### src/rtl/core/sdd_pkg.sv
// Shared types, constants and font functions for the seconds-to-digit-dots core.
package sdd_pkg;

  localparam int unsigned NUM_DIGITS = 4;
  localparam int unsigned GLYPH_ROWS = 5;
  localparam int unsigned GLYPH_DOTS = 15;

  typedef logic [3:0] digit_t;
  typedef logic [NUM_DIGITS-1:0][3:0] digits_t;
  typedef logic [GLYPH_DOTS-1:0] glyph_t;
  typedef logic [3:0] dot_idx_t;
  typedef logic [1:0] digit_sel_t;

  typedef enum logic {
    BK_IDLE,
    BK_RUN
  } back_state_t;

  // floor(t / 60) == (t * 34953) >> 21 for every 16-bit t
  localparam logic [15:0] DIV60_MUL   = 16'd34953;
  localparam int unsigned DIV60_SHIFT = 21;
  // floor(v / 10) == (v * 205) >> 11 for v < 100
  localparam logic [7:0]  DIV10_MUL   = 8'd205;
  localparam int unsigned DIV10_SHIFT = 11;
  localparam logic [6:0]  MAX_FIELD   = 7'd99;
  localparam digit_sel_t  LAST_DIGIT  = 2'd3;
  localparam logic [2:0]  TOP_ROW     = 3'd1;
  localparam logic [3:0]  DIGIT_RIGHT = 4'd2;

  // Lit dots of a digit in emission order: bit k*5+r is font column k, row r.
  function automatic glyph_t glyph(input digit_t d);
    logic [2:0][4:0] cols;
    glyph_t          m;
    case (d)
      4'd0:    cols = {5'h1F, 5'h11, 5'h1F};
      4'd1:    cols = {5'h00, 5'h00, 5'h1F};
      4'd2:    cols = {5'h17, 5'h15, 5'h1D};
      4'd3:    cols = {5'h15, 5'h15, 5'h1F};
      4'd4:    cols = {5'h1C, 5'h04, 5'h1F};
      4'd5:    cols = {5'h1D, 5'h15, 5'h17};
      4'd6:    cols = {5'h1F, 5'h15, 5'h17};
      4'd7:    cols = {5'h10, 5'h10, 5'h1F};
      4'd8:    cols = {5'h1F, 5'h15, 5'h1F};
      4'd9:    cols = {5'h1D, 5'h15, 5'h1F};
      default: cols = '0;
    endcase
    for (int k = 0; k < 3; k++) begin
      for (int r = 0; r < GLYPH_ROWS; r++) begin
        m[k*GLYPH_ROWS+r] = cols[k][GLYPH_ROWS-1-r];
      end
    end
    return m;
  endfunction

  function automatic logic [1:0] dot_col(input dot_idx_t i);
    logic [1:0] k;
    if (i >= 4'd10) begin
      k = 2'd2;
    end else if (i >= 4'd5) begin
      k = 2'd1;
    end else begin
      k = 2'd0;
    end
    return k;
  endfunction

  function automatic logic [2:0] dot_row(input dot_idx_t i);
    logic [3:0] r;
    if (i >= 4'd10) begin
      r = i - 4'd10;
    end else if (i >= 4'd5) begin
      r = i - 4'd5;
    end else begin
      r = i;
    end
    return r[2:0];
  endfunction

endpackage

### src/rtl/core/sdd_front.sv
// Front end: accepts a seconds count and converts it to four clamped decimal digits.
module sdd_front (
  input  logic             clk,
  input  logic             rst_n,
  input  logic             in_push,
  output logic             in_full,
  input  logic [15:0]      in_total_seconds,
  output logic             q_push,
  output sdd_pkg::digits_t q_data,
  input  logic             q_full
);

  logic        s1_v_r, s1_v_nxt;
  logic [15:0] total_r, total_nxt;
  logic [31:0] prod_r, prod_nxt;
  logic        s2_v_r, s2_v_nxt;
  logic [6:0]  min_r, min_nxt;
  logic [6:0]  sec_r, sec_nxt;

  logic        s1_take, s2_take, accept;
  logic [10:0] quo;
  logic [16:0] quo60;
  logic [15:0] rem;
  logic [14:0] min_mul, sec_mul;
  logic [3:0]  min_tens, sec_tens;
  logic [6:0]  min_tens10, sec_tens10;

  assign s2_take = !s2_v_r || !q_full;
  assign s1_take = !s1_v_r || s2_take;
  assign in_full = !s1_take;
  assign accept  = in_push && s1_take;

  always_comb begin
    s1_v_nxt  = s1_v_r;
    total_nxt = total_r;
    prod_nxt  = prod_r;
    if (s1_take) begin
      s1_v_nxt = accept;
    end
    if (accept) begin
      total_nxt = in_total_seconds;
      prod_nxt  = in_total_seconds * sdd_pkg::DIV60_MUL;
    end
  end

  always_comb begin
    quo   = prod_r[31:sdd_pkg::DIV60_SHIFT];
    quo60 = {quo, 6'b0} - {4'b0, quo, 2'b0};
    rem   = total_r - quo60[15:0];
  end

  always_comb begin
    s2_v_nxt = s2_v_r;
    min_nxt  = min_r;
    sec_nxt  = sec_r;
    if (s2_take) begin
      s2_v_nxt = s1_v_r;
      if (quo > 11'(sdd_pkg::MAX_FIELD)) begin
        min_nxt = sdd_pkg::MAX_FIELD;
        sec_nxt = sdd_pkg::MAX_FIELD;
      end else begin
        min_nxt = quo[6:0];
        sec_nxt = rem[6:0];
      end
    end
  end

  always_comb begin
    min_mul    = min_r * sdd_pkg::DIV10_MUL;
    sec_mul    = sec_r * sdd_pkg::DIV10_MUL;
    min_tens   = min_mul[14:sdd_pkg::DIV10_SHIFT];
    sec_tens   = sec_mul[14:sdd_pkg::DIV10_SHIFT];
    min_tens10 = {min_tens, 3'b0} - 7'd0 + {2'b0, min_tens, 1'b0};
    sec_tens10 = {sec_tens, 3'b0} - 7'd0 + {2'b0, sec_tens, 1'b0};
  end

  assign q_push    = s2_v_r;
  assign q_data[0] = min_tens;
  assign q_data[1] = 4'(min_r - min_tens10);
  assign q_data[2] = sec_tens;
  assign q_data[3] = 4'(sec_r - sec_tens10);

  always_ff @(posedge clk) begin
    if (!rst_n) begin
      s1_v_r <= 1'b0;
      s2_v_r <= 1'b0;
    end else begin
      s1_v_r <= s1_v_nxt;
      s2_v_r <= s2_v_nxt;
    end
    total_r <= total_nxt;
    prod_r  <= prod_nxt;
    min_r   <= min_nxt;
    sec_r   <= sec_nxt;
  end

endmodule

### src/rtl/core/sdd_queue.sv
// Small flop-based queue of digit sets between front and back end.
module sdd_queue #(
  parameter int unsigned DEPTH = 2
) (
  input  logic             clk,
  input  logic             rst_n,
  input  logic             push,
  input  sdd_pkg::digits_t push_data,
  output logic             full,
  input  logic             pop,
  output sdd_pkg::digits_t head,
  output logic             empty
);

  localparam int unsigned PW = $clog2(DEPTH);
  localparam int unsigned CW = $clog2(DEPTH + 1);

  sdd_pkg::digits_t mem_r [DEPTH];
  logic [PW-1:0] wr_ptr_r, wr_ptr_nxt;
  logic [PW-1:0] rd_ptr_r, rd_ptr_nxt;
  logic [CW-1:0] count_r, count_nxt;
  logic          do_push, do_pop;

  assign full    = count_r == CW'(DEPTH);
  assign empty   = count_r == '0;
  assign do_push = push && !full;
  assign do_pop  = pop && !empty;
  assign head    = mem_r[rd_ptr_r];

  always_comb begin
    wr_ptr_nxt = wr_ptr_r;
    rd_ptr_nxt = rd_ptr_r;
    count_nxt  = count_r;
    if (do_push) begin
      wr_ptr_nxt = (wr_ptr_r == PW'(DEPTH - 1)) ? '0 : wr_ptr_r + 1'b1;
    end
    if (do_pop) begin
      rd_ptr_nxt = (rd_ptr_r == PW'(DEPTH - 1)) ? '0 : rd_ptr_r + 1'b1;
    end
    if (do_push && !do_pop) begin
      count_nxt = count_r + 1'b1;
    end else if (do_pop && !do_push) begin
      count_nxt = count_r - 1'b1;
    end
  end

  always_ff @(posedge clk) begin
    if (!rst_n) begin
      wr_ptr_r <= '0;
      rd_ptr_r <= '0;
      count_r  <= '0;
    end else begin
      wr_ptr_r <= wr_ptr_nxt;
      rd_ptr_r <= rd_ptr_nxt;
      count_r  <= count_nxt;
    end
    if (do_push) begin
      mem_r[wr_ptr_r] <= push_data;
    end
  end

endmodule

### src/rtl/core/sdd_back.sv
// Back end: walks four digits' lit font dots, one per unstalled cycle, into an output register.
module sdd_back (
  input  logic             clk,
  input  logic             rst_n,
  input  logic             q_empty,
  input  sdd_pkg::digits_t q_head,
  output logic             q_pop,
  output logic             out_empty,
  input  logic             out_pop,
  output logic [3:0]       out_dot_x,
  output logic [2:0]       out_dot_y,
  output logic             out_final_dot
);

  sdd_pkg::back_state_t st_r, st_nxt;
  sdd_pkg::digits_t     digits_r, digits_nxt;
  sdd_pkg::digit_sel_t  dig_r, dig_nxt;
  sdd_pkg::glyph_t      rem_r, rem_nxt;
  logic                 ov_r, ov_nxt;
  logic [3:0]           x_r, x_nxt;
  logic [2:0]           y_r, y_nxt;
  logic                 fin_r, fin_nxt;

  logic                 out_ready, emit;
  sdd_pkg::glyph_t      low_bit, rem_clr;
  sdd_pkg::dot_idx_t    idx;
  logic                 last_of_digit, last_of_item;

  assign out_ready = !ov_r || out_pop;

  always_comb begin
    low_bit = rem_r & (~rem_r + 1'b1);
    rem_clr = rem_r & ~low_bit;
    idx     = '0;
    for (int i = 0; i < sdd_pkg::GLYPH_DOTS; i++) begin
      if (low_bit[i]) begin
        idx = 4'(i);
      end
    end
    last_of_digit = rem_clr == '0;
    last_of_item  = last_of_digit && (dig_r == sdd_pkg::LAST_DIGIT);
  end

  // next state
  always_comb begin
    st_nxt = st_r;
    case (st_r)
      sdd_pkg::BK_IDLE: begin
        if (!q_empty) begin
          st_nxt = sdd_pkg::BK_RUN;
        end
      end
      sdd_pkg::BK_RUN: begin
        if (out_ready && last_of_item) begin
          st_nxt = sdd_pkg::BK_IDLE;
        end
      end
      default: st_nxt = sdd_pkg::BK_IDLE;
    endcase
  end

  // outputs
  always_comb begin
    q_pop = 1'b0;
    emit  = 1'b0;
    case (st_r)
      sdd_pkg::BK_IDLE: q_pop = !q_empty;
      sdd_pkg::BK_RUN:  emit  = out_ready;
      default: begin
        q_pop = 1'b0;
        emit  = 1'b0;
      end
    endcase
  end

  always_comb begin
    digits_nxt = digits_r;
    dig_nxt    = dig_r;
    rem_nxt    = rem_r;
    ov_nxt     = ov_r;
    x_nxt      = x_r;
    y_nxt      = y_r;
    fin_nxt    = fin_r;
    if (q_pop) begin
      digits_nxt = q_head;
      dig_nxt    = '0;
      rem_nxt    = sdd_pkg::glyph(q_head[0]);
    end else if (emit) begin
      if (last_of_digit) begin
        dig_nxt = dig_r + 1'b1;
        rem_nxt = sdd_pkg::glyph(digits_r[dig_nxt]);
      end else begin
        rem_nxt = rem_clr;
      end
    end
    if (out_ready) begin
      ov_nxt = emit;
    end
    if (emit) begin
      x_nxt   = {dig_r, 2'b00} + sdd_pkg::DIGIT_RIGHT - {2'b00, sdd_pkg::dot_col(idx)};
      y_nxt   = sdd_pkg::TOP_ROW + sdd_pkg::dot_row(idx);
      fin_nxt = last_of_item;
    end
  end

  assign out_empty     = !ov_r;
  assign out_dot_x     = x_r;
  assign out_dot_y     = y_r;
  assign out_final_dot = fin_r;

  always_ff @(posedge clk) begin
    if (!rst_n) begin
      st_r <= sdd_pkg::BK_IDLE;
      ov_r <= 1'b0;
    end else begin
      st_r <= st_nxt;
      ov_r <= ov_nxt;
    end
    digits_r <= digits_nxt;
    dig_r    <= dig_nxt;
    rem_r    <= rem_nxt;
    x_r      <= x_nxt;
    y_r      <= y_nxt;
    fin_r    <= fin_nxt;
  end

endmodule

### src/rtl/core/seconds_to_digit_dots_core.sv
// Top level of the seconds-to-digit-dots core: front end, digit queue, dot walker.
//
//  channel   ports                                   transaction
//  input     in_push/in_full, in_total_seconds       one seconds count
//  result    out_pop/out_empty, out_dot_x/_y/_final  one lit dot (20..51 per input)
//
// The back end emits one dot per cycle while out_pop frees its register; each input
// is first loaded from the queue. The front registers the product, then minutes
// and seconds. QUEUE_DEPTH (2 or more) digit sets wait between front and back end,
// so the front keeps accepting while dots are drawn. Synchronous reset empties all
// stages. A withheld pop stalls only the dot walker; the front fills the queue.
module seconds_to_digit_dots_core #(
  parameter int unsigned QUEUE_DEPTH = 2
) (
  input  logic        clk,
  input  logic        rst_n,
  input  logic        in_push,
  output logic        in_full,
  input  logic [15:0] in_total_seconds,
  output logic        out_empty,
  input  logic        out_pop,
  output logic [3:0]  out_dot_x,
  output logic [2:0]  out_dot_y,
  output logic        out_final_dot
);

  logic             q_push, q_full, q_pop, q_empty;
  sdd_pkg::digits_t q_wdata, q_head;

  sdd_front u_front (
    .clk              (clk),
    .rst_n            (rst_n),
    .in_push          (in_push),
    .in_full          (in_full),
    .in_total_seconds (in_total_seconds),
    .q_push           (q_push),
    .q_data           (q_wdata),
    .q_full           (q_full)
  );

  sdd_queue #(
    .DEPTH (QUEUE_DEPTH)
  ) u_queue (
    .clk       (clk),
    .rst_n     (rst_n),
    .push      (q_push),
    .push_data (q_wdata),
    .full      (q_full),
    .pop       (q_pop),
    .head      (q_head),
    .empty     (q_empty)
  );

  sdd_back u_back (
    .clk           (clk),
    .rst_n         (rst_n),
    .q_empty       (q_empty),
    .q_head        (q_head),
    .q_pop         (q_pop),
    .out_empty     (out_empty),
    .out_pop       (out_pop),
    .out_dot_x     (out_dot_x),
    .out_dot_y     (out_dot_y),
    .out_final_dot (out_final_dot)
  );

endmodule

### config.mk
export PLATFORM = sky130hd
export DESIGN_NAME = seconds_to_digit_dots_core
export DESIGN_NICKNAME = d
export VERILOG_FILES = /design/src/rtl/core/sdd_pkg.sv /design/src/rtl/core/sdd_front.sv /design/src/rtl/core/sdd_queue.sv /design/src/rtl/core/sdd_back.sv /design/src/rtl/core/seconds_to_digit_dots_core.sv
export SDC_FILE = /design/constraint.sdc
export NUM_CORES = 1
export LEC_CHECK = 0
export BUFFER_PORTS_ARGS = -buffer_cell sky130_fd_sc_hd__buf_2
export CAP_MARGIN = 30
export CORE_UTILIZATION = 40
export CTS_BUF_LIST = sky130_fd_sc_hd__clkbuf_16
export DETAILED_ROUTE_END_ITERATION = 8
export HOLD_SLACK_MARGIN = 0.15
export PLACE_DENSITY_LB_ADDON = 0.3
export SLEW_MARGIN = 10
export SYNTH_ARGS = -nofsm -noshare
export SYNTH_HDL_FRONTEND = slang
export SYNTH_SLANG_ARGS = --single-unit
### constraint.sdc
create_clock -name clk -period 10.4 [get_ports clk]
set_clock_uncertainty 0.15 [all_clocks]
set_input_delay 0.52 -clock clk [delete_from_list [all_inputs] [get_ports clk]]
set_output_delay 0.52 -clock clk [all_outputs]
set_load 0.05 [all_outputs]
After elaboration in Yosys (flattened, before gate mapping) --
Memory sizes are Yosys's and may differ from the RTL's. A register that Yosys moved wholly into a read port is not among the register bits. Index checks and enable logic that the tools add are counted.
Word-level totals: register bits 102, bits in writable memories 32, memory bits (read-only) 416, input port bits 20, output and inout port bits 10, logic and storage cells 115, memories 3
Memories:
- (name not given) | depth 16, width 13, rd ports 1, clocked after memory_dff 0, write ports 0, RTL line sdd_pkg.sv:34 | case (d)
- (name not given) | depth 16, width 13, rd ports 1, clocked after memory_dff 0, write ports 0, RTL line sdd_pkg.sv:34
- u_queue.mem_r | depth 2, width 16, rd ports 1, clocked after memory_dff 1, write ports 1, RTL line sdd_queue.sv:18 | sdd_pkg::digits_t mem_r [DEPTH];
Operators by class: add/sub/neg operators 17, multipliers 3, magnitude comparators 4, equality and inequality tests 2, muxes and demuxes 38, bitwise operators 5, reductions and logical operators 23
Operators by type and width (count):
- 15-bit 2-to-1 mux | 3
- 16-bit by 16-bit multiplier with 32-bit output, second input constant | 1
- 4-bit 2-to-1 mux | 8
- 15-bit AND | 2
- 7-bit by 8-bit multiplier with 15-bit output, second input constant | 2
- 15-bit inverter | 2
- 3-bit 2-to-1 mux | 7
- 15-bit by 1-bit adder with 15-bit output, second input constant | 1
- 15-bit logical NOT | 1
- 7-bit subtractor | 2
- 1-bit 2-to-1 mux | 12
- 2-bit 2-to-1 mux | 6
- 11-bit by 7-bit > comparator with 1-bit output, second input constant | 1
- 4-bit adder | 2
- 4-bit binary-select mux with 2-bit select | 1
- 1-bit logical NOT | 8
- 4-bit subtractor | 2
- 1-bit logical AND | 7
- 2-bit by 1-bit adder with 2-bit output, second input constant | 2
- 4-bit by 2-bit adder with 4-bit output, second input constant | 1
- 2-bit == test, second input constant | 2
- 4-bit by 3-bit >= comparator with 1-bit output, second input constant | 1
- 4-bit >= comparator, second input constant | 1
- 2-bit nonzero test | 2
- other kinds (12) | 15

Longest topological paths before layout --
depth after elaboration 22, gate-level depth with buffers 19, mapped depth without buffers 19

Hierarchy --
A second synthesis with hierarchy kept.
Unflattened totals: cell total of the unflattened synthesis 903, area total of the unflattened synthesis 9770.6 sq um
By module, submodules not included:
- sdd_front | instances 1, cells each 570, area each 5728.0 sq um
- sdd_back | instances 1, cells each 258, area each 2655.0 sq um
- sdd_queue | instances 1, cells each 75, area each 1387.6 sq um

Worst setup path after synthesis --
OpenSTA, ideal clock, no wires.
path type input to register, start point input in_total_seconds[2], end point register u_front.prod_r[29] (data pin), setup time 0.262 ns, arrival time 3.931 ns, required time 9.988 ns, slack 6.058 ns, stages 16, path buffers 0, cells stage by stage ha_1 inv_1 fa_1 inv_1 fa_1 ha_1 ha_1 ha_1 a21oi_1 nand2_1 a221oi_1 o21ai_0 nand4_1 a21oi_1 a211oi_1 xnor2_1
Between the ends: longest elaborated chain between the ends 1
RTL lines:
- from (decl) | RTL line seconds_to_digit_dots_core.sv:19 | input logic [15:0] in_total_seconds,
- 16-bit by 16-bit multiplier with 32-bit output | RTL line sdd_front.sv:42 | prod_nxt = in_total_seconds * sdd_pkg::DIV60_MUL;
- to (signal assigned) | RTL line sdd_front.sv:92 | prod_r <= prod_nxt;
- to (decl) | RTL line sdd_front.sv:15 | logic [31:0] prod_r, prod_nxt;
Every way passes these cells. A chain may end at the register's enable or synchronous reset.

==> key figures <==
Status
  • Status: finished, final reports clean

Die
  • IO Count: 30
  • Rows: 55
  • Starting density of the core: 41.1%
  • Die width: 155 um
  • Core Box Area: 22800 um2
  • Die span in y: 155 um
  • Die area: 24000 um2

Layout
  • Post-route cell area: 10500 um2
  • Most common cell after layout, fill and taps aside: ha_1
  • Syn-to-layout area delta: 12.5%
  • Filler Cell Count: 2106
  • Share of layout cells above drive strength 1: 11.4%
  • Most frequent cells in the layout: 199 x ha_1, 139 x inv_1, 103 x edfxtp_1
  • # diodes: 0
  • Final Non-Filler Cells: 1202
  • Multi-input logic area: 5480 um2
  • Reg area: 3310 um2
  • Fin nets: 1130

Critical path
  • Worst setup EP type: flip-flop
  • Startpoint Class: flip-flop
  • Slowest cell on crit path: fa_1
  • Crit-path max FO: 4
  • Worst Setup SP: u_front.min_r[4]
  • Worst EP arrival: 4.61 ns
  • CP Class: reg2reg
  • CP max stage delay: 0.52 ns
  • Crit path buffers/inverters: 2
  • CP Cell Sequence: ha_1 > ha_1 > fa_1 > inv_1 > fa_1 > inv_1 > ha_1 > a31o_2 > a21oi_1 > o21ai_0 > a21o_1 > xor2_1 > ha_1 > nand2_1 > nand2_1 > xnor2_1 > xnor2_1
  • Most common cell on crit path: ha_1
  • Cell family with most CP delay: adder cells
  • Critical Path RT: 10.39 ns
  • Worst r2r src: u_front.min_r[4]

Placement
  • Post-DP HPWL: 13100 um
  • Placed Area: 9900 um2
  • Setup slack at placement: 5.64 ns
  • RePlAce Congestion: 0.868
  • IO buf count: 29
  • Dpl cells: 1170

Routing
  • Vias per cell: 4.88
  • Routed Antenna Nets: 0
  • Routed len/inst: 13.4 um
  • Total wire length: 16100 um
  • Vias post-DR: 5866
  • Drt first pass iters: 4
  • Drt first-iter violations: 249
  • Post-route DRC: 0

Timing
  • Fmax: 217 MHz
  • Final period util: 44.4%
  • Max_slew headroom: 39.1%
  • Unrepaired setup endpoints after global routing: false
  • Worst-Margin Slew: 0.902 ns
  • Final-report hold violation count: 0
  • Final Max Slew Viols: 0
  • Final min period: 4.62 ns
  • Final setup violation count: 0
  • Final TNS setup: 0 ns
  • Final Worst Setup Slack: 5.78 ns

Clocking
  • Root Driver: clkbuf_16
  • Post-CTS Resized: 0
  • Clock slew at reported path FFs: 0.06 ns
  • TritonCTS Buffers: 17
  • CTS tree: built
  • Clock Latency Late Sink: 0.42 ns
  • Setup bufs post-CTS: 0
  • Num Clock Sinks: 114
  • Clock H-tree levels: 4
  • Cts hold-fix bufs: 0
  • Clock tree buffer depth: 2

Power and ir drop
  • Worst IR Drop VDD: 0.155 mV
  • Leak Pwr: 4.92 nW
  • Internal power: 1.77 mW
  • Clock group share of total power: 20.9%
  • Sequential Power Share: 30.0%
  • Total power draw: 2.91 mW
  • Sw frac: 39.1%
  • PD cells: 277 nW/um2
  • Combinational share of power: 49.1%
  • NetSw: 1.14 mW

GRT
  • Total gr overflow: 0
  • Vias in the first global route: 5975
  • Initial antenna violation count: 0
  • Largest net degree at the start of global routing: 24
  • First-pass GRT wire length: 28400 um
  • Total Routing Usage GR: 14.9%

Synthesis
  • Syn. warnings: 0
  • Yosys reg bits: 114
  • Post-synth EDFFs: 103
  • FFs w/ async S/R, synth: 0%
  • Mapped Cells: 830
  • Top_reg_cell synth: edfxtp_1
  • Count of unique library cells instantiated by Yosys: 66
  • Sequential area share after synthesis: 35.4%
  • Cell Area, Synth: 9350 um2
  • Syn_area_per_cell: 11.3 um2
  • Syn_nets: 1084

Hold path
  • Hold Path Class: in2reg
  • Min-delay src: in_total_seconds[2]

Job
  • MaxCap Viol Count: 0
-- synth_stat cells (all sizes together), types with 2 or more instances --
| master | number | area share [%] |
|---|---|---|
| a21oi | 30 | 1.6 |
| nor4 | 3 | 0.36 |
| inv | 139 | 5.6 |
| mux2i | 5 | 0.54 |
| a31oi | 6 | 0.40 |
| a31o | 3 | 0.28 |
| nand3 | 19 | 1.0 |
| nand2b | 9 | 0.60 |
| nand2 | 27 | 1.2 |
| and2 | 9 | 0.60 |
| a21boi | 2 | 0.16 |
| fa | 35 | 7.5 |
| o21a | 7 | 0.56 |
| mux4 | 4 | 0.96 |
| and3 | 4 | 0.27 |
| edfxtp | 103 | 33 |
| o22ai | 5 | 0.40 |
| o31ai | 2 | 0.16 |
| xor2 | 16 | 1.5 |
| nor3 | 7 | 0.37 |
| dfxtp | 11 | 2.4 |
| buf | 2 | 0.16 |
| xnor2 | 30 | 2.8 |
| or3 | 6 | 0.40 |
| a221oi | 4 | 0.37 |
| o211ai | 3 | 0.35 |
| a211oi | 5 | 0.40 |
| ha | 199 | 27 |
| or2 | 4 | 0.27 |
| o311ai | 2 | 0.19 |
| a21o | 11 | 0.88 |
| nor3b | 2 | 0.16 |
| o21bai | 3 | 0.24 |
| mux2 | 12 | 1.4 |
| o311a | 2 | 0.21 |
| nand4 | 8 | 0.76 |
| a41o | 2 | 0.21 |
| nor2b | 4 | 0.27 |
| clkbuf | 6 | 0.24 |
| o21ai | 27 | 1.5 |
| maj3 | 3 | 0.35 |
| nor2 | 38 | 1.7 |
-- logic make-up after synthesis --
kind of cell / synth area share, %
compound gates: 8.80
xor+xnor: 4.31
fa+ha+maj: 34.5
buf+inv: 6.02
flops: 35.4
mux: 2.94
simple gates: 8.03
-- cell type report --
type / instances / share of cell area [%]
clock buffer: 17 / 4.04
clock inverter: 15 / 1.85
inverter: 140 / 4.99
multi-input combinational: 568 / 52.1
sequential: 114 / 31.5
tap: 313 / 3.72
timing repair buffer: 35 / 1.84
-- final timing paths --
kind                          to  slack [ns]  cells after the start
max reg2reg  u_queue.mem_r[1][7]        5.78                     17
min reg2reg  u_back.out_dot_x[3]        0.31                      0
min            u_front.prod_r[2]        0.17                      1
max          u_queue.mem_r[1][7]        5.78                     17
-- sequential cells by signal (all words and copies together) (netlist names), 3 cells and up, named ones only --
name,cells
u_back.digits_r,16
u_back.out_dot_x,4
u_back.out_dot_y,3
u_back.rem_r,15
u_front.min_r,7
u_front.prod_r,14
u_front.sec_r,7
u_front.total_r,4
u_queue.mem_r,32
-- metrics by stage --
stage,hold slack [ns],utilization [%]
floorplan,0.282,-
global route,0.161,46.2
CTS,0.154,46.2
detailed placement,0.302,43.5
global placement,0.291,43.4
finish,0.172,46.2
-- power groups by stage --
stage	combinational [mW]	clock [mW]	sequential, mW
after floorplan	1.11	0	0.888
after global placement	1.42	0	0.879
after detailed placement	1.45	0	0.881
after CTS	1.46	0.619	0.873
after global routing	1.66	0.639	0.890
final	1.43	0.610	0.872
-- metal layers --
layer | GRT usage [%] | part of all wire (%) | vias up
li1 | - | - | 3039
met5 | 0 | 0 | -
met1 | 18.9 | 47 | 2743
met2 | 26.0 | 50 | 74
met4 | 3.96 | 0.96 | 0
met3 | 2.59 | 2.4 | 10
(Power assumes the default switching activity.)
